`src/rtl/mwm_pkg.sv`:
```
// Shared types and constants of the mecanum wheel mixer.
package mwm_pkg;
   localparam int unsigned WheelCount = 4;
   localparam int unsigned VelWidth = 16;
   localparam int unsigned RatioWidth = 18;
   localparam int unsigned MagWidth = 17;
   localparam int unsigned ScaleWidth = 8;
   localparam int unsigned GainWidth = 15;
   localparam int unsigned ProdWidth = MagWidth + ScaleWidth;
   localparam int unsigned FullWidth = ProdWidth + GainWidth;
   localparam int unsigned GainFrac = 14;
   localparam int unsigned NumWidth = FullWidth - GainFrac;
   localparam int unsigned SpeedWidth = 8;
   localparam int unsigned CsrIndexWidth = 3;
   localparam int unsigned CsrDataWidth = 15;

   localparam logic [MagWidth-1:0] OneQ13 = 17'd8192;
   localparam logic [SpeedWidth-1:0] SpeedMax = 8'd255;
   localparam logic [ScaleWidth-1:0] ScaleReset = 8'd128;
   localparam logic [GainWidth-1:0] GainReset = 15'd16384;

   typedef enum logic [CsrIndexWidth-1:0] {
      CSR_SPEED_SCALE = 3'd0,
      CSR_GAIN_FL     = 3'd1,
      CSR_GAIN_FR     = 3'd2,
      CSR_GAIN_RL     = 3'd3,
      CSR_GAIN_RR     = 3'd4
   } csr_index_type;

   typedef struct packed {
      logic [ScaleWidth-1:0] scale;
      logic [WheelCount-1:0][GainWidth-1:0] gain;
   } cfg_type;

   // One mixed command waiting for division.
   typedef struct packed {
      logic [WheelCount-1:0][NumWidth-1:0] num;
      logic [MagWidth-1:0] den;
      logic [WheelCount-1:0] fwd;
   } job_type;
endpackage

```
`src/rtl/mwm_queue.sv`:
```
// Two-entry queue between the front pipeline and the divider.
module mwm_queue (
   input  logic             clock,
   input  logic             reset,
   input  logic             push_valid,
   output logic             push_ready,
   input  mwm_pkg::job_type push_job,
   output logic             pop_valid,
   input  logic             pop_ready,
   output mwm_pkg::job_type pop_job
);
   import mwm_pkg::*;

   job_type slot_ff [2];
   logic wr_ff, rd_ff;
   logic [1:0] cnt_ff;
   logic push, pop;

   assign push_ready = cnt_ff != 2'd2;
   assign pop_valid = cnt_ff != 2'd0;
   assign push = push_valid && push_ready;
   assign pop = pop_valid && pop_ready;
   assign pop_job = slot_ff[rd_ff];

   always_ff @(posedge clock) begin
      if (reset) begin
         wr_ff <= 1'b0;
         rd_ff <= 1'b0;
         cnt_ff <= 2'd0;
      end else begin
         if (push) wr_ff <= !wr_ff;
         if (pop) rd_ff <= !rd_ff;
         cnt_ff <= cnt_ff + 2'(push) - 2'(pop);
      end
      if (push) slot_ff[wr_ff] <= push_job;
   end
endmodule

```
`config.mk`:
```
export PLATFORM = sky130hd
export DESIGN_NAME = mwm_queue
export DESIGN_NICKNAME = d
export VERILOG_FILES = /design/src/rtl/mwm_pkg.sv /design/src/rtl/mwm_queue.sv
export SDC_FILE = /design/constraint.sdc
export NUM_CORES = 1
export LEC_CHECK = 0
export ABC_CLOCK_PERIOD_IN_PS = 8200
export CORE_MARGIN = 4
export CORE_UTILIZATION = 35
export DETAILED_ROUTE_END_ITERATION = 16
export DONT_BUFFER_PORTS = 1
export GPL_TIMING_DRIVEN = 0
export PLACE_DENSITY = 0.59
export SETUP_SLACK_MARGIN = 0.2
export SLEW_MARGIN = 5
export SYNTH_ARGS = -nofsm -noshare
export SYNTH_HDL_FRONTEND = slang
export SYNTH_SLANG_ARGS = --single-unit
```
`constraint.sdc`:
```
create_clock -name clock -period 8.2 [get_ports clock]
set_input_delay 0.41 -clock clock [delete_from_list [all_inputs] [get_ports clock]]
set_output_delay 0.41 -clock clock [all_outputs]
set_load 0.02 [all_outputs]
```
======== Yosys cells after proc, flatten, opt, wreduce, memory -nomap -nowiden ========
Memories as Yosys holds them, arrays and structs flattened. A register that Yosys moved wholly into a read port is not among the register bits.
Cells that the tools add are included.
operators by class
  mux-type cells .......................... 4
  $add $sub $neg .......................... 2
  equal/unequal tests ..................... 1
  reduce and logical (&&, ||, !) cells .... 5
operators by type and width
  operator              count
  $mux W1               4
  $add A2 B1 Y2         1
  $logic_and A1 B1 Y1   2
  $logic_not A1 Y1      2
  $ne A2 B2 Y1 const B  1
  $reduce_bool A2 Y1    1
  $sub A2 B1 Y2         1
storage, ports and cells
  bits in registers ....................... 4
  input port bits ......................... 129
  output and inout port bits .............. 127
  logic and storage cells ................. 16
  memories kept ........................... 1
  bits in writable memories ............... 250
memories
  memory   words  bits a word  read ports  clocked after Yosys merged registers in  write ports  line             text
  slot_ff  2      125          1           1                                        1            mwm_queue.sv:14  job_type slot_ff [2];

======== Longest topological paths before layout ========
  word-level depth ........................ 4
  gate-level depth with buffers ........... 6

======== Worst setup path before layout ========
OpenSTA, ideal clock, no wires.
  kind .................................... register to register
  start ................................... register cnt_ff[0]
  end ..................................... memory slot_ff[1][0] (netlist name), enable pin
  period minus slack after synthesis ...... 4.147 ns
  buffers on the path ..................... 0
  library setup time ...................... 0.500 ns
  data arrival time ....................... 3.647 ns
  setup slack ............................. 4.053 ns
  cell stages (with the launch flop) ...... 3
  cells stage by stage .................... dfxtp_1 nand2b_1 and3_1
between the ends
  longest elaborated chain between the ends .. 4
RTL lines
  item                           line             text
  start: declaration             mwm_queue.sv:16  logic [1:0] cnt_ff;
  start signal: assignment       mwm_queue.sv:33  cnt_ff <= cnt_ff + 2'(push) - 2'(pop);
  $ne A2 B2 Y1                   mwm_queue.sv:19  assign push_ready = cnt_ff != 2'd2;
  via push_ready                 mwm_queue.sv:6   output logic push_ready,
  $logic_and A1 B1 Y1            mwm_queue.sv:21  assign push = push_valid && push_ready;
  $mux W1                        mwm_queue.sv:35  if (push) slot_ff[wr_ff] <= push_job;
  $mux W1 (implied by the code)  mwm_queue.sv:35
  end: declaration               mwm_queue.sv:14
The timed path passes the listed nets, and every way through them passes these cells.

======== Final worst setup path ========
  start ................................... register cnt_ff[0]
  end ..................................... memory slot_ff[0][112] (netlist name), enable pin
The elaborated chain is that of the path after synthesis.

==> impl_metrics.toml <==
[setup_path]
cpPeakStageDelay_ps = 460
cpLargestDelayFamily = "buffers and inverters"
slowest_stage = "inv_6"
rr_startpoint = "cnt_ff[0]"
cp_cell_sequence = "nand2b_1 > nand3b_1 > inv_6 > buf_16"
path_max_fanout = 69
critPathLaunch = "cnt_ff[0]"
cp-end-kind = "flip-flop"
crit_arrival_ps = 2470
cp.required_ps = 8370
worst-setup-path-type = "flip-flop to flip-flop"
cp_num_buf_inv = 2
cp-start-kind = "flip-flop"

[floorplan]
row_count = 59
die_y_um = 173
die-area_um2 = 29800
core_area_um2 = 26400
start_util_pct = 36.0
die_w_um = 173
ios = 256

[timing]
whs_ps = 81.9
fin_ws_ps = 5900
drv_slew = 0
fin_skew_ps = 14.3
finalHoldViolCount = 0
worstMarginPinSlew_ps = 573
grt_setup_unrepaired = "false"
fmax_ghz = 0.434
fin_tns_setup_ps = 0
setup_viol = 0
period_share_pct = 28.1
fin_crit_ps = 2300
slew_headroom_pct = 61.8

[clock_tree]
post_cts_buffers = 0
cts_inserted_buffers = 26
cts_resized = 0
clockBufferDepth = 3
cts_sinks = 255
clk_latency_ps = 520
cts_max_level = 1
cts_root_buf = "clkbuf_16"
clk_pin_slew_worst_paths_ps = 60
cts_tree = "done"

[routing]
drtAntennaViolNets = 0
num_vias = 4362
vias_per_cell = 4.72
drt_first_pass_iters = 4
post-route-drc-count = 0
drt_wl_total_um = 18400
drtIter0Drc = 211
routedWlPerCell_um = 19.9

[placed_design]
port_buffers = 0
hpwl_um = 12000
dp.cells = 756
gp_congestion = 0.739
post-place-ws_ps = 5900

[synthesis]
syn-num-nets = 548
synth_cells = 418
synth_seq_area_share_pct = 80.3
synth_seq_cells = 255
synth_warnings = 0
netlist_area_um2 = 9480
synth.avg_cell_area_um2 = 22.7
synth_cell_types = 24

[hold_path]
hp-start = "push_valid"
min_path_type = "primary input to flip-flop"

[flow_run]
drv_cap = 0

[global_route]
grt_pass1_vias = 4909
global_route.usage.met1_pct = 13.1
antenna_found_initial = 0
grt_pass1_wl_um = 28500
gr-total-overflow = 0
grt.total_usage_pct = 11.9
grt.met3_usage_pct = 4.45
top_usage_layer = "met2"
grt_use_met2_pct = 21.5
grt_max_degree = 70

[outcome]
status = "finished, final reports clean"

[power_and_ir_drop]
p_total_mw = 3.53
irDropWorstVdd_uv = 221
powerDensity_nw_per_um2 = 292
leakage_nw = 4.12

[layout]
syn_to_final_growth_pct = 27.5
antenna_cells = 0
nets = 705
register_area_um2 = 7610
drive_gt1_share_pct = 30.8
multi_input_area_um2 = 1760
fin_cells = 925
fillers = 2197
-- cell families after synthesis --
| group | Yosys count | synth area share, % |
|---|---|---|
| adders and majority gates | 1 | 0.132 |
| buffers and inverters | 15 | 1.24 |
| and+or+nand+nor | 15 | 0.964 |
| AOI/OAI and AO/OA | 6 | 0.462 |
| DFF | 255 | 80.3 |
| xor gates and xnor gates | 1 | 0.0924 |
| muxes | 125 | 16.8 |
-- Yosys cell counts --
cell type	n	area [um2]
nor2_1	4	15.0
nor3_2	1	10.0
mux2_2	75	845
ha_1	1	12.5
nand3b_1	1	7.51
buf_2	7	35.0
o21ba_2	1	10.0
a21bo_2	1	10.0
nor2b_1	2	12.5
inv_1	1	3.75
and3_1	2	12.5
o21ai_0	2	10.0
or2_2	1	6.26
edfxtp_1	250	7510
nor4_1	1	6.26
xor2_1	1	8.76
a21oi_1	1	5.00
nand2b_1	1	6.26
nand3_1	1	5.00
mux2_4	50	751
o31a_1	1	8.76
nor4bb_1	1	10.0
buf_6	7	78.8
dfxtp_1	5	100
-- flip-flops by register name, summed over array words and instances (netlist names), named ones only --
name	flops
rd_ff	1
cnt_ff	2
wr_ff	1
slot_ff	250
-- through the flow --
| step | cell area (um2) | util, % |
|---|---|---|
| 6_report | 12100 | 45.8 |
| 2_1_floorplan | 9480 | - |
| 3_3_place_gp | 9900 | 37.5 |
| 4_1_cts | 12100 | 45.8 |
| 5_1_grt | 12100 | 45.8 |
| 3_5_place_dp | 9990 | 37.9 |
-- area by class of cell --
class	count	area share [%]
multi-input combinational	148	14.5
clock buffer	34	5.81
tap	335	3.47
buffer	14	0.943
sequential	255	63.0
inverter	1	0.0725
timing repair buffer	129	11.1
clock inverter	9	1.07
-- metal layers --
metal  share of wire (%)  wire (um)
met2                  52       9510
met5                   0          0
met1                  36       6680
met3                 8.6       1590
met4                 3.5        638
-- power breakdown --
group / switching, mW / internal (mW)
clock network: 0.454 / 0.693
registers: 0.0331 / 1.58
logic: 0.467 / 0.297
-- worst paths after layout --
| path | to | slack [ps] | cells after the start |
|---|---|---|---|
| max | slot_ff[0][112] | 5900 | 4 |
| max reg2reg | slot_ff[0][112] | 5900 | 4 |
| min | wr_ff | 80 | 2 |
| min reg2reg | rd_ff | 510 | 2 |
-- layout by cell type, fill, tap and decap left out --
cell           instances
nor3_2                 1
nor2_1                 4
o31a_1                 1
a21bo_2                1
nor2b_1                2
clkbuf_16             27
xor2_1                 1
inv_6                  2
clkinv_1               2
clkinv_2               1
edfxtp_1             250
dfxtp_1                5
mux2_2                75
o21ba_2                1
bufinv_16              3
buf_2                  7
ha_1                   1
a21oi_1                1
buf_16                 3
and3_1                 1
clkinv_4               2
nor4bb_1               1
and3_4                 1
nand3b_1               1
mux2_4                50
dlygate4sd3_1        126
nor4_1                 1
nand2b_1               1
o21ai_0                2
clkbuf_1               7
buf_6                  7
nand3_1                1
or2_2                  1
-- worst register-to-register path, cell delays in order, from the launching register on --
cell      delay (ps)
dfxtp_1          440
nand2b_1         360
nand3b_1         240
inv_6            460
buf_16           340
-- repair_timing --
item                                    in CTS  in global routing
endpoints found under the hold margin      255                  0
endpoints found under the setup margin       0                  0
hold buffers                               126                  0
Note: power is estimated with default switching activity, not from simulation.
