**src/rtl/mwm_pkg.sv**
```systemverilog
// Shared types and constants of the mecanum wheel mixer.
package mwm_pkg;
   localparam int unsigned WheelCount = 4;
   localparam int unsigned VelWidth = 16;
   localparam int unsigned RatioWidth = 18;
   localparam int unsigned MagWidth = 17;
   localparam int unsigned ScaleWidth = 8;
   localparam int unsigned GainWidth = 15;
   localparam int unsigned ProdWidth = MagWidth + ScaleWidth;
   localparam int unsigned FullWidth = ProdWidth + GainWidth;
   localparam int unsigned GainFrac = 14;
   localparam int unsigned NumWidth = FullWidth - GainFrac;
   localparam int unsigned SpeedWidth = 8;
   localparam int unsigned CsrIndexWidth = 3;
   localparam int unsigned CsrDataWidth = 15;

   localparam logic [MagWidth-1:0] OneQ13 = 17'd8192;
   localparam logic [SpeedWidth-1:0] SpeedMax = 8'd255;
   localparam logic [ScaleWidth-1:0] ScaleReset = 8'd128;
   localparam logic [GainWidth-1:0] GainReset = 15'd16384;

   typedef enum logic [CsrIndexWidth-1:0] {
      CSR_SPEED_SCALE = 3'd0,
      CSR_GAIN_FL     = 3'd1,
      CSR_GAIN_FR     = 3'd2,
      CSR_GAIN_RL     = 3'd3,
      CSR_GAIN_RR     = 3'd4
   } csr_index_type;

   typedef struct packed {
      logic [ScaleWidth-1:0] scale;
      logic [WheelCount-1:0][GainWidth-1:0] gain;
   } cfg_type;

   // One mixed command waiting for division.
   typedef struct packed {
      logic [WheelCount-1:0][NumWidth-1:0] num;
      logic [MagWidth-1:0] den;
      logic [WheelCount-1:0] fwd;
   } job_type;
endpackage

```
**src/rtl/mwm_if.sv**
```systemverilog


interface mwm_rsp_if;
   logic valid;
   logic ready;
   logic [7:0] fl_speed;
   logic fl_forward;
   logic [7:0] fr_speed;
   logic fr_forward;
   logic [7:0] rl_speed;
   logic rl_forward;
   logic [7:0] rr_speed;
   logic rr_forward;
   modport source (output valid, fl_speed, fl_forward, fr_speed, fr_forward,
                   rl_speed, rl_forward, rr_speed, rr_forward, input ready);
   modport sink (input valid, fl_speed, fl_forward, fr_speed, fr_forward,
                 rl_speed, rl_forward, rr_speed, rr_forward, output ready);
endinterface

```
**src/rtl/mwm_back.sv**
```systemverilog
// Back end: four-lane restoring divider, two quotient bits a cycle, result register.
module mwm_back (
   input  logic             clock,
   input  logic             reset,
   input  logic             job_valid,
   output logic             job_ready,
   input  mwm_pkg::job_type job,
   mwm_rsp_if.source        rsp_chan
);
   import mwm_pkg::*;

   localparam logic [2:0] StepDone = 3'd4;

   logic busy_ff;
   logic [2:0] cnt_ff;
   logic [WheelCount-1:0][NumWidth-1:0] rem_ff, rem_in;
   logic [WheelCount-1:0][SpeedWidth-1:0] quo_ff, quo_in;
   logic [WheelCount-1:0] sat_ff, fwd_ff, osat;
   logic [MagWidth-1:0] den_ff;
   logic out_valid_ff;
   logic [WheelCount-1:0][SpeedWidth-1:0] out_spd_ff;
   logic [WheelCount-1:0] out_fwd_ff;
   logic out_free, finish, load;
   logic [2:0] bit_hi, bit_lo;
   logic [NumWidth-1:0] r;

   assign out_free = !out_valid_ff || rsp_chan.ready;
   assign finish = busy_ff && (cnt_ff == StepDone) && out_free;
   assign job_ready = !busy_ff || finish;
   assign load = job_valid && job_ready;

   always_comb begin
      bit_hi = 3'd7 - {cnt_ff[1:0], 1'b0};
      bit_lo = 3'd6 - {cnt_ff[1:0], 1'b0};
      for (int i = 0; i < WheelCount; i++) begin
         r = rem_ff[i];
         quo_in[i] = quo_ff[i];
         if (r >= (NumWidth'(den_ff) << bit_hi)) begin
            r = r - (NumWidth'(den_ff) << bit_hi);
            quo_in[i][bit_hi] = 1'b1;
         end
         if (r >= (NumWidth'(den_ff) << bit_lo)) begin
            r = r - (NumWidth'(den_ff) << bit_lo);
            quo_in[i][bit_lo] = 1'b1;
         end
         rem_in[i] = r;
         osat[i] = job.num[i] >= (NumWidth'(job.den) << SpeedWidth);
      end
   end

   always_ff @(posedge clock) begin
      if (reset) begin
         busy_ff <= 1'b0;
         cnt_ff <= 3'd0;
         out_valid_ff <= 1'b0;
      end else begin
         if (load) begin
            busy_ff <= 1'b1;
            cnt_ff <= 3'd0;
         end else if (finish) begin
            busy_ff <= 1'b0;
         end else if (busy_ff && cnt_ff != StepDone) begin
            cnt_ff <= cnt_ff + 3'd1;
         end
         if (finish) out_valid_ff <= 1'b1;
         else if (rsp_chan.ready) out_valid_ff <= 1'b0;
      end
      if (load) begin
         rem_ff <= job.num;
         quo_ff <= '0;
         den_ff <= job.den;
         sat_ff <= osat;
         fwd_ff <= job.fwd;
      end else if (busy_ff && cnt_ff != StepDone) begin
         rem_ff <= rem_in;
         quo_ff <= quo_in;
      end
      if (finish) begin
         for (int i = 0; i < WheelCount; i++) begin
            out_spd_ff[i] <= sat_ff[i] ? SpeedMax : quo_ff[i];
         end
         out_fwd_ff <= fwd_ff;
      end
   end

   assign rsp_chan.valid = out_valid_ff;
   assign rsp_chan.fl_speed = out_spd_ff[0];
   assign rsp_chan.fl_forward = out_fwd_ff[0];
   assign rsp_chan.fr_speed = out_spd_ff[1];
   assign rsp_chan.fr_forward = out_fwd_ff[1];
   assign rsp_chan.rl_speed = out_spd_ff[2];
   assign rsp_chan.rl_forward = out_fwd_ff[2];
   assign rsp_chan.rr_speed = out_spd_ff[3];
   assign rsp_chan.rr_forward = out_fwd_ff[3];

   a_cnt_range: assert property (@(posedge clock) disable iff (reset)
      cnt_ff <= StepDone) else $error("divider step count out of range");
   a_load_starts: assert property (@(posedge clock) disable iff (reset)
      load |=> busy_ff && cnt_ff == 3'd0) else $error("load did not start divider");
   a_finish_shows: assert property (@(posedge clock) disable iff (reset)
      finish |=> out_valid_ff) else $error("finished result not presented");
   a_no_early_load: assert property (@(posedge clock) disable iff (reset)
      (load && busy_ff) |-> cnt_ff == StepDone) else $error("load while dividing");
endmodule

```
**src/flat_wrapper.sv**
```systemverilog
// flat-port wrapper written by rule: the top's interface ports become plain ports
module mwm_back_flat import mwm_pkg::*;
  (clock, reset, job_valid, job_ready, job, rsp_chan_valid, rsp_chan_fl_speed, rsp_chan_fl_forward, rsp_chan_fr_speed, rsp_chan_fr_forward, rsp_chan_rl_speed, rsp_chan_rl_forward, rsp_chan_rr_speed, rsp_chan_rr_forward, rsp_chan_ready);
  mwm_rsp_if rsp_chan_i ();
  input  logic clock;
  input  logic reset;
  input  logic job_valid;
  output logic job_ready;
  input  mwm_pkg::job_type job;
  output wire logic [$bits(rsp_chan_i.valid)-1:0] rsp_chan_valid;
  output wire logic [$bits(rsp_chan_i.fl_speed)-1:0] rsp_chan_fl_speed;
  output wire logic [$bits(rsp_chan_i.fl_forward)-1:0] rsp_chan_fl_forward;
  output wire logic [$bits(rsp_chan_i.fr_speed)-1:0] rsp_chan_fr_speed;
  output wire logic [$bits(rsp_chan_i.fr_forward)-1:0] rsp_chan_fr_forward;
  output wire logic [$bits(rsp_chan_i.rl_speed)-1:0] rsp_chan_rl_speed;
  output wire logic [$bits(rsp_chan_i.rl_forward)-1:0] rsp_chan_rl_forward;
  output wire logic [$bits(rsp_chan_i.rr_speed)-1:0] rsp_chan_rr_speed;
  output wire logic [$bits(rsp_chan_i.rr_forward)-1:0] rsp_chan_rr_forward;
  input wire logic [$bits(rsp_chan_i.ready)-1:0] rsp_chan_ready;
  assign rsp_chan_valid = rsp_chan_i.valid;
  assign rsp_chan_fl_speed = rsp_chan_i.fl_speed;
  assign rsp_chan_fl_forward = rsp_chan_i.fl_forward;
  assign rsp_chan_fr_speed = rsp_chan_i.fr_speed;
  assign rsp_chan_fr_forward = rsp_chan_i.fr_forward;
  assign rsp_chan_rl_speed = rsp_chan_i.rl_speed;
  assign rsp_chan_rl_forward = rsp_chan_i.rl_forward;
  assign rsp_chan_rr_speed = rsp_chan_i.rr_speed;
  assign rsp_chan_rr_forward = rsp_chan_i.rr_forward;
  assign rsp_chan_i.ready = rsp_chan_ready;
  mwm_back u_core (.clock(clock), .reset(reset), .job_valid(job_valid), .job_ready(job_ready), .job(job), .rsp_chan(rsp_chan_i));
endmodule
```
**config.mk**
```make
export PLATFORM = sky130hd
export DESIGN_NAME = mwm_back_flat
export DESIGN_NICKNAME = d
export VERILOG_FILES = /design/src/rtl/mwm_pkg.sv /design/src/rtl/mwm_if.sv /design/src/rtl/mwm_back.sv /design/src/flat_wrapper.sv
export SDC_FILE = /design/constraint.sdc
export NUM_CORES = 1
export LEC_CHECK = 0
export BUFFER_PORTS_ARGS = -buffer_cell sky130_fd_sc_hd__buf_4
export CAP_MARGIN = 20
export CORE_MARGIN = 1
export CORE_UTILIZATION = 55
export DETAILED_ROUTE_END_ITERATION = 10
export PLACE_DENSITY = 0.77
export SLEW_MARGIN = 20
export SYNTH_ARGS = -nofsm -noshare
export SYNTH_HDL_FRONTEND = slang
export SYNTH_SLANG_ARGS = --single-unit
export TNS_END_PERCENT = 5
```
**constraint.sdc**
```tcl
create_clock -name clock -period 6.7 [get_ports clock]
set_input_delay 1.005 -clock clock [delete_from_list [all_inputs] [get_ports clock]]
set_output_delay 1.005 -clock clock [all_outputs]
set_load 0.005 [all_outputs]
```
Yosys cells after proc, flatten, opt, wreduce, memory -nomap -nowiden
Cells that the tools add are included.
{"block": "word_totals", "ff_bits": 202, "elab_cells": 100, "out_inout_bits": 38, "input_bits": 129}
{"block": "classes", "add_sub_neg": 11, "mux": 26, "magnitude_cmp": 16, "shift": 2, "n_eq_ne": 2, "n_reduce_logical": 15, "n_bitwise": 9}
{"cell": "26-bit greater-or-equal comparator", "n": 8}
{"cell": "104-bit two-way mux", "n": 2}
{"cell": "26-bit two-way mux", "n": 8}
{"cell": "26-bit subtractor", "n": 8}
{"cell": "26-bit by 25-bit greater-or-equal comparator with 1-bit output", "n": 4}
{"cell": "8-bit two-way mux", "n": 8}
{"cell": "8-bit OR", "n": 8}
{"cell": "17-bit by 3-bit << shifter with 26-bit output", "n": 2}
{"cell": "3-bit by 4-bit less-than comparator with 1-bit output, second input constant", "n": 2}
{"cell": "1-bit demux with 3-bit select", "n": 2}
{"cell": "3-bit by 1-bit greater-or-equal comparator with 1-bit output, second input constant", "n": 2}
{"cell": "1-bit logical AND", "n": 6}
{"cell": "1-bit two-way mux", "n": 6}
{"cell": "2-bit nonzero test", "n": 3}
{"cell": "3-bit subtractor, first input constant", "n": 2}
{"cell": "3-bit by 1-bit adder with 3-bit output, second input constant", "n": 1}
{"cell": "3-bit equality test, second input constant", "n": 1}
{"cell": "3-bit inequality test, second input constant", "n": 1}
{"cell": "1-bit logical NOT", "n": 2}
{"cell": "1-bit logical OR", "n": 2}
{"cell": "2-bit AND reduction", "n": 1}
{"cell": "2-bit OR reduction", "n": 1}
{"cell": "1-bit NOT", "n": 1}

Longest topological paths before layout
{"block": "depth", "depth_word": 9, "mapped_depth": 29, "mapped_depth_nobuf": 24}

Worst setup path before layout
OpenSTA, ideal clock, no wires.
{"block": "synth_path", "kind": "flip-flop to flip-flop", "startpoint": "register u_core.cnt_ff[1]", "endpoint": "register u_core.rem_ff[88] (netlist bit), data pin", "stages_incl_launch_ff": 26, "slack_ns": -0.353, "n_path_buf": 6, "period_less_slack_ns": 7.053, "arrival_ns": 6.792, "required_time_ns": 6.439, "setup_ns": 0.261, "cell_sequence": "dfxtp_1 -> buf_1 -> mux2_2 -> o21ai_0 -> ha_1 -> o21ai_0 -> o21bai_1 -> o21bai_1 -> a41oi_1 -> a21bo_1 -> buf_2 -> clkbuf_1 -> clkbuf_1 -> a21oi_1 -> ha_1 -> a21o_1 -> a221oi_2 -> o21ai_2 -> a221o_1 -> a2111oi_4 -> o21a_2 -> o21ai_2 -> or4_4 -> buf_6 -> buf_6 -> a221o_1"}
{"block": "synth_via", "elab_chain_cells": 8, "word_cells_on_any_way": 17, "classes_between": "4 x add/sub; 2 x order compare; 1 x eq/ne; 2 x shift; 4 x mux; 4 x reduce/logical"}
{"element": "from (decl)", "line": "mwm_back.sv:15", "text": "logic [2:0] cnt_ff;"}
{"element": "from (signal assigned)", "line": "mwm_back.sv:63", "text": "cnt_ff <= cnt_ff + 3'd1;"}
{"element": "3-bit subtractor", "line": "mwm_back.sv:33", "text": "bit_hi = 3'd7 - {cnt_ff[1:0], 1'b0};"}
{"element": "17-bit by 3-bit << shifter with 26-bit output", "line": "mwm_back.sv:38, mwm_back.sv:39"}
{"element": "26-bit subtractor or 26-bit greater-or-equal comparator (tied branches)", "line": "mwm_back.sv:39, mwm_back.sv:38"}
{"element": "26-bit two-way mux", "line": "mwm_back.sv:38", "text": "if (r >= (NumWidth'(den_ff) << bit_hi)) begin"}
{"element": "26-bit subtractor or 26-bit greater-or-equal comparator (tied branches)", "line": "mwm_back.sv:43, mwm_back.sv:42"}
{"element": "26-bit two-way mux", "line": "mwm_back.sv:42", "text": "if (r >= (NumWidth'(den_ff) << bit_lo)) begin"}
{"element": "104-bit two-way mux", "line": "mwm_back.sv:74", "text": "end else if (busy_ff && cnt_ff != StepDone) begin"}
{"element": "104-bit two-way mux (*)", "line": "mwm_back.sv:68", "text": "if (load) begin"}
{"element": "to (signal assigned)", "line": "mwm_back.sv:69", "text": "rem_ff <= job.num;"}
{"element": "to (signal assigned)", "line": "mwm_back.sv:75", "text": "rem_ff <= rem_in;"}
{"element": "to (decl)", "line": "mwm_back.sv:16", "text": "logic [WheelCount-1:0][NumWidth-1:0] rem_ff, rem_in;"}
Mark *: on every way between the ends. The rest lies on a longest branch, timed or not. The select of a mux whose other input is x is not followed.
A chain may end at the register's enable or synchronous reset.

Worst setup path in the final report
{"block": "layout_path", "startpoint": "register u_core.cnt_ff[1]", "endpoint": "register u_core.rem_ff[1] (netlist bit), data pin"}
The elaborated chain is that of the path after synthesis.

==> results.tsv <==
stage	metric	value	unit
timing	period_share	97.4	%
yosys	syn_inst	2503	
worst_setup_path	cpLargestDelayFamily	compound AO/OA/AOI/OAI gates	
grt	grt_usage	38.4	%
hold_path	hold_path_class	reg2reg	
grt	grt_pass1_vias	19600	
final_layout	fin_area	0.0245	sq mm
floorplanning	die-area	0.0389	sq mm
routing	ant_nets	0	
cts	cts_root_buffer	clkbuf_16	
worst_setup_path	required	7000	ps
routing	num_vias	21100	
yosys	synth.distinct_cells	89	
floorplanning	die-height	197	microns
placement	placed_area	0.0234	sq mm
yosys	synth_fp_nets	2896	
floorplanning	fp.dieW	197	microns
final_layout	nets	3099	
worst_setup_path	crit_path_max_fanout	25	
final_layout	syn_to_final_growth	16.6	%
floorplanning	core_area	0.0376	sq mm
timing	rsz0062_at_grt	true	
timing	worst_slew_pin_slew	1010	ps
yosys	ys.flop_type	edfxtp_1	
routing	drt_iter0_drc	2098	
status	status	complete, no violations	
timing	fmax	153	MHz
grt	grt_max_degree	101	
routing	drcViolationCount	0	
floorplanning	initial_utilization	55.8	%
worst_setup_path	worstSetupPathType	reg2reg	
routing	wl_per_cell	23.7	microns
worst_setup_path	endpoint_kind	flip-flop	
worst_setup_path	cp_cell_sequence	buf_12, mux2_2, a22oi_2, buf_4, ha_1, o21ai_0, a21oi_1, o21ai_0, nand3_1, a31o_1, nor2_1, a21oi_1, fa_1, a21oi_1, nor2_1, o31ai_2, a311oi_2, a211o_1, a221o_1, o21bai_2, nor4bb_4, buf_12, mux2i_1, o21ai_0	
worst_setup_path	slowest_delay	450	ps
final_layout	num_antenna_cells	0	
grt	antenna_found_initial	2	
timing	slew_headroom	32.8	%
grt	grt_overflow	0	
timing	fin_worst_skew	27.0	ps
placement	hpwl	59300	microns
final_layout	drive_above_1_share	16.1	%
routing	viasPerCell	6.51	
yosys	yosysTopAreaCellShare	23.6	%
floorplanning	io_pins	167	
routing	drt_wl_total	76700	microns
worst_setup_path	cp_slowest_cell	fa_1	
timing	fin_crit	6530	ps
timing	setup_viol	0	
routing	first_pass_iters	5	
cts	cts_sinks	202	
grt	grt_first_pass_wirelength	114000	microns
worst_setup_path	start_kind	flip-flop	
worst_setup_path	cp.arrival	6830	ps
cts	insertion_delay	580	ps
cts	cts_max_level	1	
cts	numCtsBuffers	25	
yosys	syn_area	0.0210	sq mm
yosys	yosysSeqAreaShare	27.1	%
yosys	synth_top_area_cell	edfxtp_1	
yosys	synthTopCellsByArea	edfxtp_1 24%, ha_1 16%, a21oi_1 5.5%	
cts	cts_tree	done	
yosys	async_flop_share	0	%
cts	cts.clk_slew.worst_paths	60	ps
floorplanning	row_count	71	
placement	io_buffers	166	
placement	gp_congestion	1.06	
job	maxCapViolCount	0	
worst_setup_path	critPathBufInv	3	
yosys	yosysWarnings	0	
timing	hold_violations	0	
yosys	ys_ff_latch	202	
yosys	synth-edff-count	165	
cts	clockBufferDepth	3	
final_layout	final_util	65.1	%
yosys	syn_avg_cell_area	8.38	sq um
timing	drv_slew	0	
-- timing repair --
action,in CTS,in global routing
setup endpoints to repair,21,119
endpoints found under the hold margin,0,0
gates resized for setup,2,48
pin swaps,0,1
setup buffers,0,6
hold buffers,0,0
-- cell families after synthesis --
| group | share of synthesized area, % |
|---|---|
| AND/OR/NAND/NOR | 18.0 |
| adder cells (fa/ha/maj) | 15.9 |
| flip-flops | 27.1 |
| buffers and inverters | 3.60 |
| XOR/XNOR | 6.43 |
| multiplexers | 3.77 |
| AO/OA/AOI/OAI | 25.2 |
-- area by class of cell --
type | count | area, sq um
multi-input cells | 2114 | 14800
fillers | 3280 | 13100
clock buffers | 27 | 643
repair buffers | 271 | 2150
inverters | 92 | 352
well taps | 511 | 639
clock inverters | 19 | 180
flip-flops and latches | 202 | 5700
-- sequential cells by signal, summed over array words and instances (netlist names), 4 cells and up --
register,flops
u_core.rsp_chan.fr_speed,8
u_core.den_ff,17
u_core.rsp_chan.rr_speed,8
u_core.out_fwd_ff,4
u_core.rsp_chan.fl_speed,8
u_core.sat_ff,4
u_core.rem_ff,104
u_core.fwd_ff,4
u_core.rsp_chan.rl_speed,8
u_core.quo_ff,32
-- final timing paths --
check                                                   start                              to  slack [ps]  cells after the start
worst max-delay path            u_core.cnt_ff[1]$_SDFFE_PP0P_      u_core.rem_ff[1]$_DFFE_PP_         170                     24
worst min-delay path               u_core.fwd_ff[0]$_DFFE_PP_  u_core.out_fwd_ff[0]$_DFFE_PP_         430                      0
worst max register to register  u_core.cnt_ff[1]$_SDFFE_PP0P_      u_core.rem_ff[1]$_DFFE_PP_         170                     24
worst min register to register     u_core.fwd_ff[0]$_DFFE_PP_  u_core.out_fwd_ff[0]$_DFFE_PP_         430                      0
-- metrics by stage --
| step | worst slack (ps) | cells | hold slack, ps | TNS (ps) |
|---|---|---|---|---|
| 2_1_floorplan | 82.7 | 2503 | 400 | 0 |
| 3_3_place_gp | 59.5 | 3184 | 407 | 0 |
| 3_5_place_dp | -25.5 | 3184 | 406 | -54.0 |
| 4_1_cts | 27.5 | 3230 | 425 | 0 |
| 5_1_grt | -50.9 | 3236 | 435 | -195 |
| 6_report | 171 | 3236 | 428 | 0 |
-- metal layers --
metal	vias up	share of wire, %	wire length, microns	global-route usage [%]
met4	4	5.9	4530	20.3
met1	9999	42	32200	52.2
met5	-	0.030	23	0
li1	9821	-	-	-
met2	1030	44	33400	59.7
met3	213	8.5	6560	4.78
-- synth_stat cells, drive strengths merged, types with 18 or more instances --
cell type	n
ha	260
nand2	249
nor2	232
a21oi	231
o21ai	184
edfxtp	165
xnor2	93
inv	90
a21o	89
clkbuf	72
a31oi	67
nand3	65
xor2	61
mux2i	52
or2	40
dfxtp	37
nor3	37
a211oi	36
nand4	27
o211ai	25
o21a	25
and3	23
buf	23
nor2b	23
mux2	22
o31ai	21
o21bai	19
nand2b	18
-- cell usage in the layout, fill, tap and decap left out, drive strengths merged, types with 36 or more instances in the layout --
| cell | n |
|---|---|
| ha | 260 |
| mux2i | 52 |
| nor3 | 37 |
| nand2 | 249 |
| inv | 92 |
| a211oi | 36 |
| dfxtp | 37 |
| or2 | 40 |
| nor2 | 232 |
| a31oi | 67 |
| xnor2 | 93 |
| xor2 | 61 |
| o21ai | 184 |
| a21oi | 231 |
| buf | 271 |
| a21o | 89 |
| edfxtp | 165 |
| nand3 | 65 |
Power is not shown: default switching activity piles up to over one toggle a cycle in this logic, so the estimate is an artifact.
